File: config.mk
export PLATFORM = sky130hd
export DESIGN_NAME = ptt_ram
export DESIGN_NICKNAME = d
export VERILOG_FILES = /design/src/rtl/assert_macros.svh /design/src/rtl/ptt_ram.sv
export SDC_FILE = /design/constraint.sdc
export NUM_CORES = 1
export LEC_CHECK = 0
export ABC_AREA = 1
export BUFFER_PORTS_ARGS = -buffer_cell sky130_fd_sc_hd__clkbuf_2
export CAP_MARGIN = 25
export CORE_MARGIN = 5
export CORE_UTILIZATION = 35
export DETAILED_ROUTE_END_ITERATION = 8
export PLACE_DENSITY = 0.48
export REMOVE_ABC_BUFFERS = 1
export SYNTH_ARGS = -nofsm -noshare
export SYNTH_HDL_FRONTEND = slang
export SYNTH_SLANG_ARGS = --single-unit
File: constraint.sdc
create_clock -name clk -period 3.1 [get_ports clk]
set_clock_uncertainty 0.2 [all_clocks]
set_input_delay 0.155 -clock clk [delete_from_list [all_inputs] [get_ports clk]]
set_output_delay 0.155 -clock clk [all_outputs]
set_load 0.01 [all_outputs]
File: src/rtl/assert_macros.svh
`ifndef ASSERT_MACROS_SVH
`define ASSERT_MACROS_SVH

// immediate implication on the same edge
`define ASSERT_SAME(label, clk, rst, ante, cons) \
  label: assert property (@(posedge clk) disable iff (rst) (ante) |-> (cons)) \
    else $error("assertion failed");

// implication checked on the following edge
`define ASSERT_NEXT(label, clk, rst, ante, cons) \
  label: assert property (@(posedge clk) disable iff (rst) (ante) |=> (cons)) \
    else $error("assertion failed");

`endif

File: src/rtl/ptt_ram.sv
`default_nettype none

module ptt_ram #(
  parameter int WIDTH = 32,
  parameter int DEPTH = 32
) (
  input  wire logic                     clk,
  input  wire logic                     we,
  input  wire logic [$clog2(DEPTH)-1:0] waddr,
  input  wire logic [WIDTH-1:0]         wdata,
  input  wire logic [$clog2(DEPTH)-1:0] raddr,
  output logic      [WIDTH-1:0]         rdata
);

  logic [WIDTH-1:0] mem [DEPTH];

  always_ff @(posedge clk) begin
    if (we) begin
      mem[waddr] <= wdata;
    end
    rdata <= mem[raddr];
  end

endmodule

`default_nettype wire

* Word-level counts from Yosys, hierarchy flattened
Memory sizes are Yosys's and may differ from the RTL's. A register that Yosys moved wholly into a read port is not among the register bits.
Index checks and enable logic that the tools add are counted.
** Cells by class
- Magnitude comparators :: 0
- Add/subtract/negate cells :: 0
- Div/mod/pow operators :: 0
- Multiplexer cells :: 2
- Equal/unequal tests :: 0
- Multiply operators :: 0
- Bitwise gates (word level) :: 0
- Reduce and logical (&&, ||, !) cells :: 0
- Shift-type cells :: 0
** Operators with widths (number)
- 1-bit 2-to-1 mux :: 2
** Storage, ports and cells
- Memory bits (writable) :: 1024
- Input bits :: 44
- Logic and storage cells :: 3
- Bits in read-only memories :: 0
- Output and inout port bits :: 32
- Memories kept :: 1
- Register bits after elaboration :: 0
- Latch bits :: 0
** Memory list
- mem :: words 32, bits a word 32, read ports 1, clocked after memory_dff 1, write ports 1, RTL line ptt_ram.sv:15 : logic [WIDTH-1:0] mem [DEPTH];

* Longest topological paths before layout
Gate-level depths: netlist of run 1.
- Depth in word-level cells :: 2
- Depth in mapped cells :: 12
- Depth with buffers taken out :: 9

* Least setup slack after synthesis of run 1
OpenSTA, ideal clock, no wires.
- Path kind :: in2reg
- Start :: input waddr[0]
- End :: memory mem[0][0] (enable)
- Required time :: 2.479 ns
- Path buffers :: 0
- Setup time :: 0.421 ns
- Stages :: 3
- Arrival :: 1.810 ns
- Path slack :: 0.669 ns
- Cell sequence :: inv_1 > nand3_1 > nor2_1
** RTL lines
- from (decl) :: RTL line ptt_ram.sv:9 : input wire logic [$clog2(DEPTH)-1:0] waddr,
- to (decl) :: RTL line ptt_ram.sv:15
Straight into the memory's write port.

==> run_summary.xml, run 1 <==
<?xml version="1.0" encoding="UTF-8"?>
<metrics>
  <group name="setup_path">
    <metric name="critical-path-top-cell-by-count" unit="">nand2_1</metric>
    <metric name="critical_path_arrival" unit="ps">3340</metric>
    <metric name="crit_path_max_fanout" unit="">60</metric>
    <metric name="top_family_by_delay_on_critical_path" unit="">buffers and inverters</metric>
    <metric name="required" unit="ps">3480</metric>
    <metric name="critPathLaunchType" unit="">input port</metric>
    <metric name="critical-path-slowest-cell" unit="">dlygate4sd3_1</metric>
    <metric name="worstPathBufferInverterCount" unit="">6</metric>
    <metric name="cpPeakStageDelay" unit="ps">570</metric>
    <metric name="worstPathCellList" unit="">dlygate4sd3_1 -&gt; buf_8 -&gt; inv_12 -&gt; buf_4 -&gt; nand3_1 -&gt; nand3_1 -&gt; dlygate4sd3_1 -&gt; nand2_1 -&gt; nand2_1 -&gt; dlygate4sd3_1 -&gt; nand2_1 -&gt; nand2_1 -&gt; nand2_1</metric>
    <metric name="timing.setup.critical_path_class" unit="">in2reg</metric>
    <metric name="endpoint_kind" unit="">register</metric>
  </group>
  <group name="timing">
    <metric name="timing_hold_violations_final" unit="">0</metric>
    <metric name="drv_slew" unit="">0</metric>
    <metric name="slew_headroom" unit="%">29.5</metric>
    <metric name="layout_min_cycle_time" unit="ps">2960</metric>
    <metric name="maxClockFrequency" unit="GHz">0.338</metric>
    <metric name="grt_setup_unrepaired" unit="">no</metric>
    <metric name="setup_viol" unit="">0</metric>
    <metric name="fin_setup_tns" unit="ps">0</metric>
    <metric name="timing.final.crit_share" unit="%">95.5</metric>
    <metric name="final_critical_path_setup_slack" unit="ps">140</metric>
    <metric name="timing_worst_slew_pin_value" unit="ps">1060</metric>
  </group>
  <group name="clock_tree">
    <metric name="post-cts-setup-buffers" unit="">0</metric>
    <metric name="clk_path_buf_depth" unit="">3</metric>
    <metric name="h-tree-depth" unit="">3</metric>
    <metric name="cts_buffers" unit="">114</metric>
    <metric name="cts.clk_slew.worst_paths" unit="ps">60</metric>
    <metric name="tritoncts" unit="">done</metric>
    <metric name="clock_insertion_delay_worst_skew" unit="ps">700</metric>
    <metric name="ctsRootBufferMaster" unit="">clkbuf_16</metric>
    <metric name="clock-sinks" unit="">1056</metric>
  </group>
  <group name="route">
    <metric name="drt_wl_total" unit="µm">118000</metric>
    <metric name="drt_first_pass_iters" unit="">5</metric>
    <metric name="post_drt_via_cell_ratio" unit="">4.98</metric>
    <metric name="dr_total_vias" unit="">26700</metric>
    <metric name="drt_iter0_drc" unit="">2256</metric>
    <metric name="drt_drc_violations_left" unit="">0</metric>
    <metric name="drt.antenna.violating_nets" unit="">0</metric>
    <metric name="avgRoutedWirePerCell" unit="µm">22.0</metric>
  </group>
  <group name="global_routing">
    <metric name="antenna_found_initial" unit="">1</metric>
    <metric name="overflow" unit="">0</metric>
    <metric name="total_track_usage" unit="%">18.2</metric>
    <metric name="grt_pass1_vias" unit="">25900</metric>
    <metric name="grt_max_degree" unit="">160</metric>
    <metric name="grt_first_pass_wirelength" unit="µm">175000</metric>
  </group>
  <group name="cells_and_area">
    <metric name="finalNetCount" unit="">3703</metric>
    <metric name="sequential_cell_area" unit="µm²">31400</metric>
    <metric name="areaGrowthSynthToFinish" unit="%">15.3</metric>
    <metric name="post_route_cells_drive_above_1_share" unit="%">9.95</metric>
    <metric name="fill_cell_total_of_the_finished_layout" unit="">11400</metric>
    <metric name="layout.cell_area.non_filler" unit="µm²">48900</metric>
    <metric name="layout.core_utilization" unit="%">40.7</metric>
    <metric name="area_occupied_by_multi_input_gates" unit="µm²">9670</metric>
  </group>
  <group name="placed_design">
    <metric name="detailedPlace.worstSlack" unit="ps">767</metric>
    <metric name="globalplace.congestion" unit="">0.724</metric>
    <metric name="placed_cell_area" unit="µm²">44700</metric>
    <metric name="hpwlAfterDp" unit="µm">60500</metric>
    <metric name="port-buffer-count" unit="">75</metric>
  </group>
  <group name="synthesis">
    <metric name="yosys-top-cells-count" unit="">1440 x nand2_1, 1024 x edfxtp_1, 780 x nand3_1</metric>
    <metric name="synth_async_sr_flop_share" unit="%">0</metric>
    <metric name="yosys.area.top_type" unit="">edfxtp_1</metric>
    <metric name="yosysTopAreaCellShare" unit="%">72.5</metric>
    <metric name="synth-seq-cells" unit="">1056</metric>
    <metric name="postSynthCellCount" unit="">3536</metric>
    <metric name="postSynth.topFlopCell" unit="">edfxtp_1</metric>
    <metric name="synth_edf_count" unit="">1024</metric>
    <metric name="synth.avg_cell_area" unit="µm²">12.0</metric>
    <metric name="synth.yosys.seq_area_share" unit="%">74.0</metric>
    <metric name="post_synth_num_cell_types" unit="">14</metric>
    <metric name="synth_most_common_cell" unit="">nand2_1</metric>
    <metric name="yosysWarningCount" unit="">0</metric>
    <metric name="post_synth_main_area_contributors" unit="">edfxtp_1 73%, nand2_1 13%, nand3_1 9.2%</metric>
    <metric name="synth_area" unit="µm²">42400</metric>
  </group>
  <group name="floorplanning">
    <metric name="die-area" unit="µm²">128000</metric>
    <metric name="dieHeight" unit="µm">358</metric>
    <metric name="floorplan.core_area" unit="µm²">120000</metric>
    <metric name="die-width" unit="µm">358</metric>
    <metric name="pin_count" unit="">76</metric>
    <metric name="floorplan.initialDensity" unit="%">35.3</metric>
    <metric name="placementRows" unit="">127</metric>
  </group>
  <group name="pwr">
    <metric name="powerDensity" unit="nW/µm²">640</metric>
    <metric name="power.ir.vdd_worst" unit="mV">0.434</metric>
    <metric name="reported_leakage_power" unit="nW">17.8</metric>
  </group>
  <group name="run_status">
    <metric name="outcome" unit="">completed</metric>
  </group>
  <group name="hold_path">
    <metric name="worstHoldPathType" unit="">in2reg</metric>
  </group>
  <group name="flow_run">
    <metric name="max-cap-violations" unit="">0</metric>
  </group>
</metrics>
==> cells by family (layout without fill, tap and decap cells) <==
logic type | Yosys count | after routing | synth area share [%]
and+or+nand+nor | 2252 | 2252 | 22.2
DFF | 1056 | 1056 | 74.0
buffers and inverters | 228 | 449 | 3.74
other | 0 | 1 | 0
==> registers in the layout, indices dropped and copies added (netlist names) <==
| name | count |
|---|---|
| rdata | 32 |
| mem | 1024 |
==> where the power goes <==
part	internal, mW	total (mW)	switching (mW)
Sequential	15.9	15.9	0.0746
Combinational	0.520	1.88	1.36
Clock	7.90	13.5	5.58
==> layout make-up <==
type,instances,share of cell area (%)
timing repair inverter,1,0.0230
sequential,1056,64.2
timing repair buffer,224,4.10
clock inverter,51,0.988
tap,1612,4.12
antenna,1,0.00512
clock buffer,163,6.62
inverter,10,0.177
multi-input combinational,2252,19.8
==> layer usage <==
layer / share of wire (%) / up-vias / global-route usage, %
met5: 0 / - / 0
met4: 2.0 / 0 / 4.50
met3: 4.4 / 145 / 2.39
met2: 47 / 590 / 29.6
met1: 47 / 13400 / 26.2
li1: - / 12600 / -
==> worst reg2reg max path, stage by stage (launching register included) <==
cell and delay, ps:
edfxtp_1 360, nand2_1 80, nand3_1 70, dlygate4sd3_1 580, nand3_1 80, dlygate4sd3_1 560
nand2_1 50, nand2_1 50, dlygate4sd3_1 550, nand2_1 50, nand2_1 60, nand2_1 60
==> layout by cell type, fill, tap and decap left out, drive strengths merged <==
cell	instances
nand2	1440
edfxtp	1024
nand3	780
clkbuf	234
buf	105
dlygate4sd3	48
clkinv	39
nor2	32
dfxtp	32
inv	14
bufinv	8
diode	1
clkinvlp	1
==> what timing repair did <==
item,in CTS,in global routing
hold endpoints to repair,1027,0
endpoints found under the setup margin,0,1
resized for setup,0,3
hold buffers,48,0
==> per-stage QoR <==
step                      cells  total power [mW]  hold WS (ps)
final                      5370              31.3          46.3
after global routing       5369              32.4          58.8
after CTS                  5369              31.6          24.4
after detailed placement   5107              18.1           346
after global placement     5107              18.1           348
after floorplan            3318              17.1          53.9
==> final timing paths <==
check / start / endpoint / slack (ps) / cells after the start
hold / removal: waddr[2] / mem[15][31] / 50 / 3
hold reg to reg: mem[22][30] / rdata[30] / 530 / 8
setup reg to reg: mem[3][11] / rdata[11] / 260 / 11
setup / recovery: raddr[1] / rdata[11] / 140 / 13
(Power assumes the default switching activity.)
==> inputs of run 2 (changes only) <==
--- a/config.mk
+++ b/config.mk
@@ -5,13 +5,12 @@
 export SDC_FILE = /design/constraint.sdc
 export NUM_CORES = 1
 export LEC_CHECK = 0
-export ABC_AREA = 1
 export BUFFER_PORTS_ARGS = -buffer_cell sky130_fd_sc_hd__clkbuf_2
 export CAP_MARGIN = 25
 export CORE_MARGIN = 5
 export CORE_UTILIZATION = 35
 export DETAILED_ROUTE_END_ITERATION = 8
-export PLACE_DENSITY = 0.48
+export PLACE_DENSITY = 0.49
 export REMOVE_ABC_BUFFERS = 1
 export SYNTH_ARGS = -nofsm -noshare
 export SYNTH_HDL_FRONTEND = slang
==> run 2 against run 1 <==
  * Cell area shrank 2.8%
  * Core utilization grew 0.74 points
  * Fmax grew 30%
  * Register-to-register slack gained 1200 ps
  * Largest cell class unchanged
  * Synthesized cell count shrank 36%
  * Critical path depth shrank 5
  * Power shrank 2.1%
==> run_summary.xml, run 2 <==
<?xml version="1.0" encoding="UTF-8"?>
<metrics>
  <group name="synthesis">
    <metric name="postSynth.topFlopCell" unit="">edfxtp_1</metric>
    <metric name="postSynthCellCount" unit="">2260</metric>
    <metric name="yosys-top-cells-count" unit="">1024 x edfxtp_1, 512 x mux2i_1, 98 x nand2_1, 98 x nand3_1</metric>
    <metric name="synth.yosys.seq_area_share" unit="%">77.5</metric>
    <metric name="synth_area_in_xor_xnor" unit="%">0</metric>
    <metric name="post_synth_fa_ha_maj_area_fraction" unit="%">0</metric>
    <metric name="yosysTopAreaCellShare" unit="%">76.0</metric>
    <metric name="synth-seq-cells" unit="">1056</metric>
    <metric name="synth_area" unit="µm²">40500</metric>
    <metric name="yosys.area.top_type" unit="">edfxtp_1</metric>
    <metric name="synth_async_sr_flop_share" unit="%">0</metric>
    <metric name="post_synth_num_cell_types" unit="">25</metric>
    <metric name="synth.avg_cell_area" unit="µm²">17.9</metric>
    <metric name="synth-simple-area-share" unit="%">3.10</metric>
    <metric name="synth_compound_gate_area_share" unit="%">4.85</metric>
    <metric name="synth_edf_count" unit="">1024</metric>
    <metric name="post_synth_main_area_contributors" unit="">edfxtp_1 76%, mux2i_1 13%, a22oi_1 1.8%</metric>
    <metric name="synth_most_common_cell" unit="">edfxtp_1</metric>
    <metric name="synth_top_family_by_area" unit="">multiplexers</metric>
    <metric name="yosysWarningCount" unit="">0</metric>
    <metric name="yosys-mux-area-fraction" unit="%">12.7</metric>
  </group>
  <group name="timing">
    <metric name="fin_hold_ws" unit="ps">46.2</metric>
    <metric name="fin_setup_tns" unit="ps">0</metric>
    <metric name="layout_min_cycle_time" unit="ps">2280</metric>
    <metric name="timing.final.crit_share" unit="%">73.5</metric>
    <metric name="grt_setup_unrepaired" unit="">no</metric>
    <metric name="timing_worst_slew_pin_value" unit="ps">728</metric>
    <metric name="maxClockFrequency" unit="GHz">0.439</metric>
    <metric name="setup_viol" unit="">0</metric>
    <metric name="drv_slew" unit="">0</metric>
    <metric name="slew_headroom" unit="%">51.5</metric>
    <metric name="timing_hold_violations_final" unit="">0</metric>
  </group>
  <group name="pwr">
    <metric name="p_clk_share" unit="%">42.8</metric>
    <metric name="powerDensity" unit="nW/µm²">645</metric>
    <metric name="design_power_total" unit="mW">30.7</metric>
    <metric name="p_int" unit="mW">24.2</metric>
    <metric name="power_frac_comb" unit="%">5.2</metric>
    <metric name="switching_share" unit="%">21.2</metric>
    <metric name="sequentialPowerShare" unit="%">52.0</metric>
    <metric name="power.ir.vdd_worst" unit="mV">0.388</metric>
    <metric name="reported_leakage_power" unit="nW">16.5</metric>
    <metric name="power_switching" unit="mW">6.50</metric>
  </group>
  <group name="route">
    <metric name="dr_total_vias" unit="">21100</metric>
    <metric name="drt_drc_violations_left" unit="">0</metric>
    <metric name="drt_wl_total" unit="µm">106000</metric>
    <metric name="drt.antenna.violating_nets" unit="">0</metric>
    <metric name="drt_iter0_drc" unit="">1634</metric>
    <metric name="drt_first_pass_iters" unit="">5</metric>
    <metric name="avgRoutedWirePerCell" unit="µm">26.1</metric>
    <metric name="post_drt_via_cell_ratio" unit="">5.19</metric>
  </group>
  <group name="clock_tree">
    <metric name="cts.clk_slew.worst_paths" unit="ps">60</metric>
    <metric name="tritoncts" unit="">done</metric>
    <metric name="clock_insertion_delay_worst_skew" unit="ps">680</metric>
    <metric name="clk_path_buf_depth" unit="">3</metric>
    <metric name="clock-sinks" unit="">1056</metric>
    <metric name="post_cts_resized" unit="">0</metric>
    <metric name="ctsRootBufferMaster" unit="">clkbuf_16</metric>
    <metric name="cts_buffers" unit="">110</metric>
    <metric name="h-tree-depth" unit="">3</metric>
  </group>
  <group name="run_status">
    <metric name="outcome" unit="">completed</metric>
  </group>
  <group name="setup_path">
    <metric name="crit_path_max_fanout" unit="">35</metric>
    <metric name="endpoint_kind" unit="">register</metric>
    <metric name="critPathLaunchType" unit="">input port</metric>
    <metric name="required" unit="ps">3420</metric>
    <metric name="critical_path_arrival" unit="ps">2600</metric>
    <metric name="timing.setup.critical_path_class" unit="">in2reg</metric>
  </group>
  <group name="global_routing">
    <metric name="grt_first_pass_wirelength" unit="µm">154000</metric>
    <metric name="antenna_found_initial" unit="">0</metric>
    <metric name="grt_max_degree" unit="">54</metric>
    <metric name="total_track_usage" unit="%">17.2</metric>
    <metric name="grt_pass1_vias" unit="">21700</metric>
    <metric name="overflow" unit="">0</metric>
  </group>
  <group name="floorplanning">
    <metric name="pin_count" unit="">76</metric>
    <metric name="die-area" unit="µm²">123000</metric>
    <metric name="die-width" unit="µm">350</metric>
    <metric name="floorplan.core_area" unit="µm²">115000</metric>
    <metric name="placementRows" unit="">124</metric>
    <metric name="floorplan.initialDensity" unit="%">35.3</metric>
    <metric name="dieHeight" unit="µm">350</metric>
  </group>
  <group name="cells_and_area">
    <metric name="commonest_cells_after_routing_fill_and_taps_aside" unit="">1024 x edfxtp_1, 512 x mux2i_1, 113 x clkbuf_16</metric>
    <metric name="areaGrowthSynthToFinish" unit="%">17.4</metric>
    <metric name="final_common_cell" unit="">edfxtp_1</metric>
    <metric name="top_register_by_number_of_flip_flops" unit="">mem</metric>
    <metric name="post_route_cells_drive_above_1_share" unit="%">15.5</metric>
    <metric name="largest_registers" unit="">mem: 1024 flops, rdata: 32 flops</metric>
    <metric name="layout.core_utilization" unit="%">41.4</metric>
    <metric name="largest_register_ffs" unit="">1024</metric>
    <metric name="insertedDiodeCount" unit="">0</metric>
    <metric name="finalNetCount" unit="">2507</metric>
  </group>
  <group name="placed_design">
    <metric name="port-buffer-count" unit="">75</metric>
    <metric name="globalplace.congestion" unit="">0.755</metric>
    <metric name="hpwlAfterDp" unit="µm">57000</metric>
  </group>
  <group name="flow_run">
    <metric name="max-cap-violations" unit="">0</metric>
  </group>
  <group name="hold_path">
    <metric name="worstHoldPathType" unit="">in2reg</metric>
  </group>
</metrics>
run 2: changes by cell type after synthesis, moves of 9 or more:
cell,change
a21oi_1,+96
a22o_1,+64
a22oi_1,+96
a31oi_1,+32
buf_1,-13
buf_2,-57
buf_4,+9
buf_6,-51
clkbuf_1,+22
mux2i_1,+512
nand2_1,-1342
nand3_1,-682
nor3_1,+32
run 2: power by group through the flow:
stage / combinational [mW] / clock [mW] / sequential [mW]
after floorplan: 0.638 / 0 / 16.3
after global placement: 1.54 / 0 / 16.3
after detailed placement: 1.56 / 0 / 16.3
after CTS: 1.60 / 13.4 / 16.0
after global routing: 1.71 / 14.0 / 16.0
final: 1.58 / 13.1 / 16.0
run 2: critical path, cell delays in order:
cell           delay, ps
dlygate4sd3_1        560
buf_8                390
buf_12               270
buf_12               290
mux2i_1              240
a21oi_1               90
a31oi_1              310
nand3_1              170
run 2: timing repair:
item                                   4_1_cts  5_1_grt
setup endpoints to repair                    0        0
hold buffers                                35        0
endpoints found under the hold margin     1004        0
setup buffers                                0        0
run 2: layout make-up:
| cell class | instances | area, µm² |
|---|---|---|
| Sequential cell | 1056 | 31400 |
| Fill cell | 10100 | 67100 |
| Multi-Input combinational cell | 1077 | 8610 |
| Tap cell | 1512 | 1890 |
| Timing Repair Buffer | 218 | 1980 |
| Clock inverter | 48 | 449 |
| Clock buffer | 161 | 3200 |
run 2: metal layers:
layer	up-vias	global-route usage [%]	routed length, µm
met5	-	0	0
met4	0	4.08	2110
met3	118	2.08	4170
met2	492	28.2	50500
met1	11100	24.7	49600
li1	9418	-	-
run 2: worst paths after layout:
path	from	endpoint	slack [ps]	cells past startpoint
hold / removal	waddr[1]	mem[19][0]	50	4
hold reg to reg	mem[26][31]	rdata[31]	390	4
setup / recovery	raddr[0]	rdata[28]	820	8
setup reg to reg	mem[1][22]	rdata[22]	1440	5
run 2: stage by stage:
step | worst slack, ps | cell area, µm² | std cells
after floorplan | -2230 | 39700 | 2133
after global placement | 744 | 43500 | 3828
after detailed placement | 729 | 43500 | 3828
after CTS | 848 | 47500 | 4072
after global routing | 783 | 47500 | 4072
final | 822 | 47500 | 4072
run 2: cell families after synthesis:
logic type      after synthesis
compound gates              288
simple gates                277
mux                         512
flops                      1056
buf+inv                     127
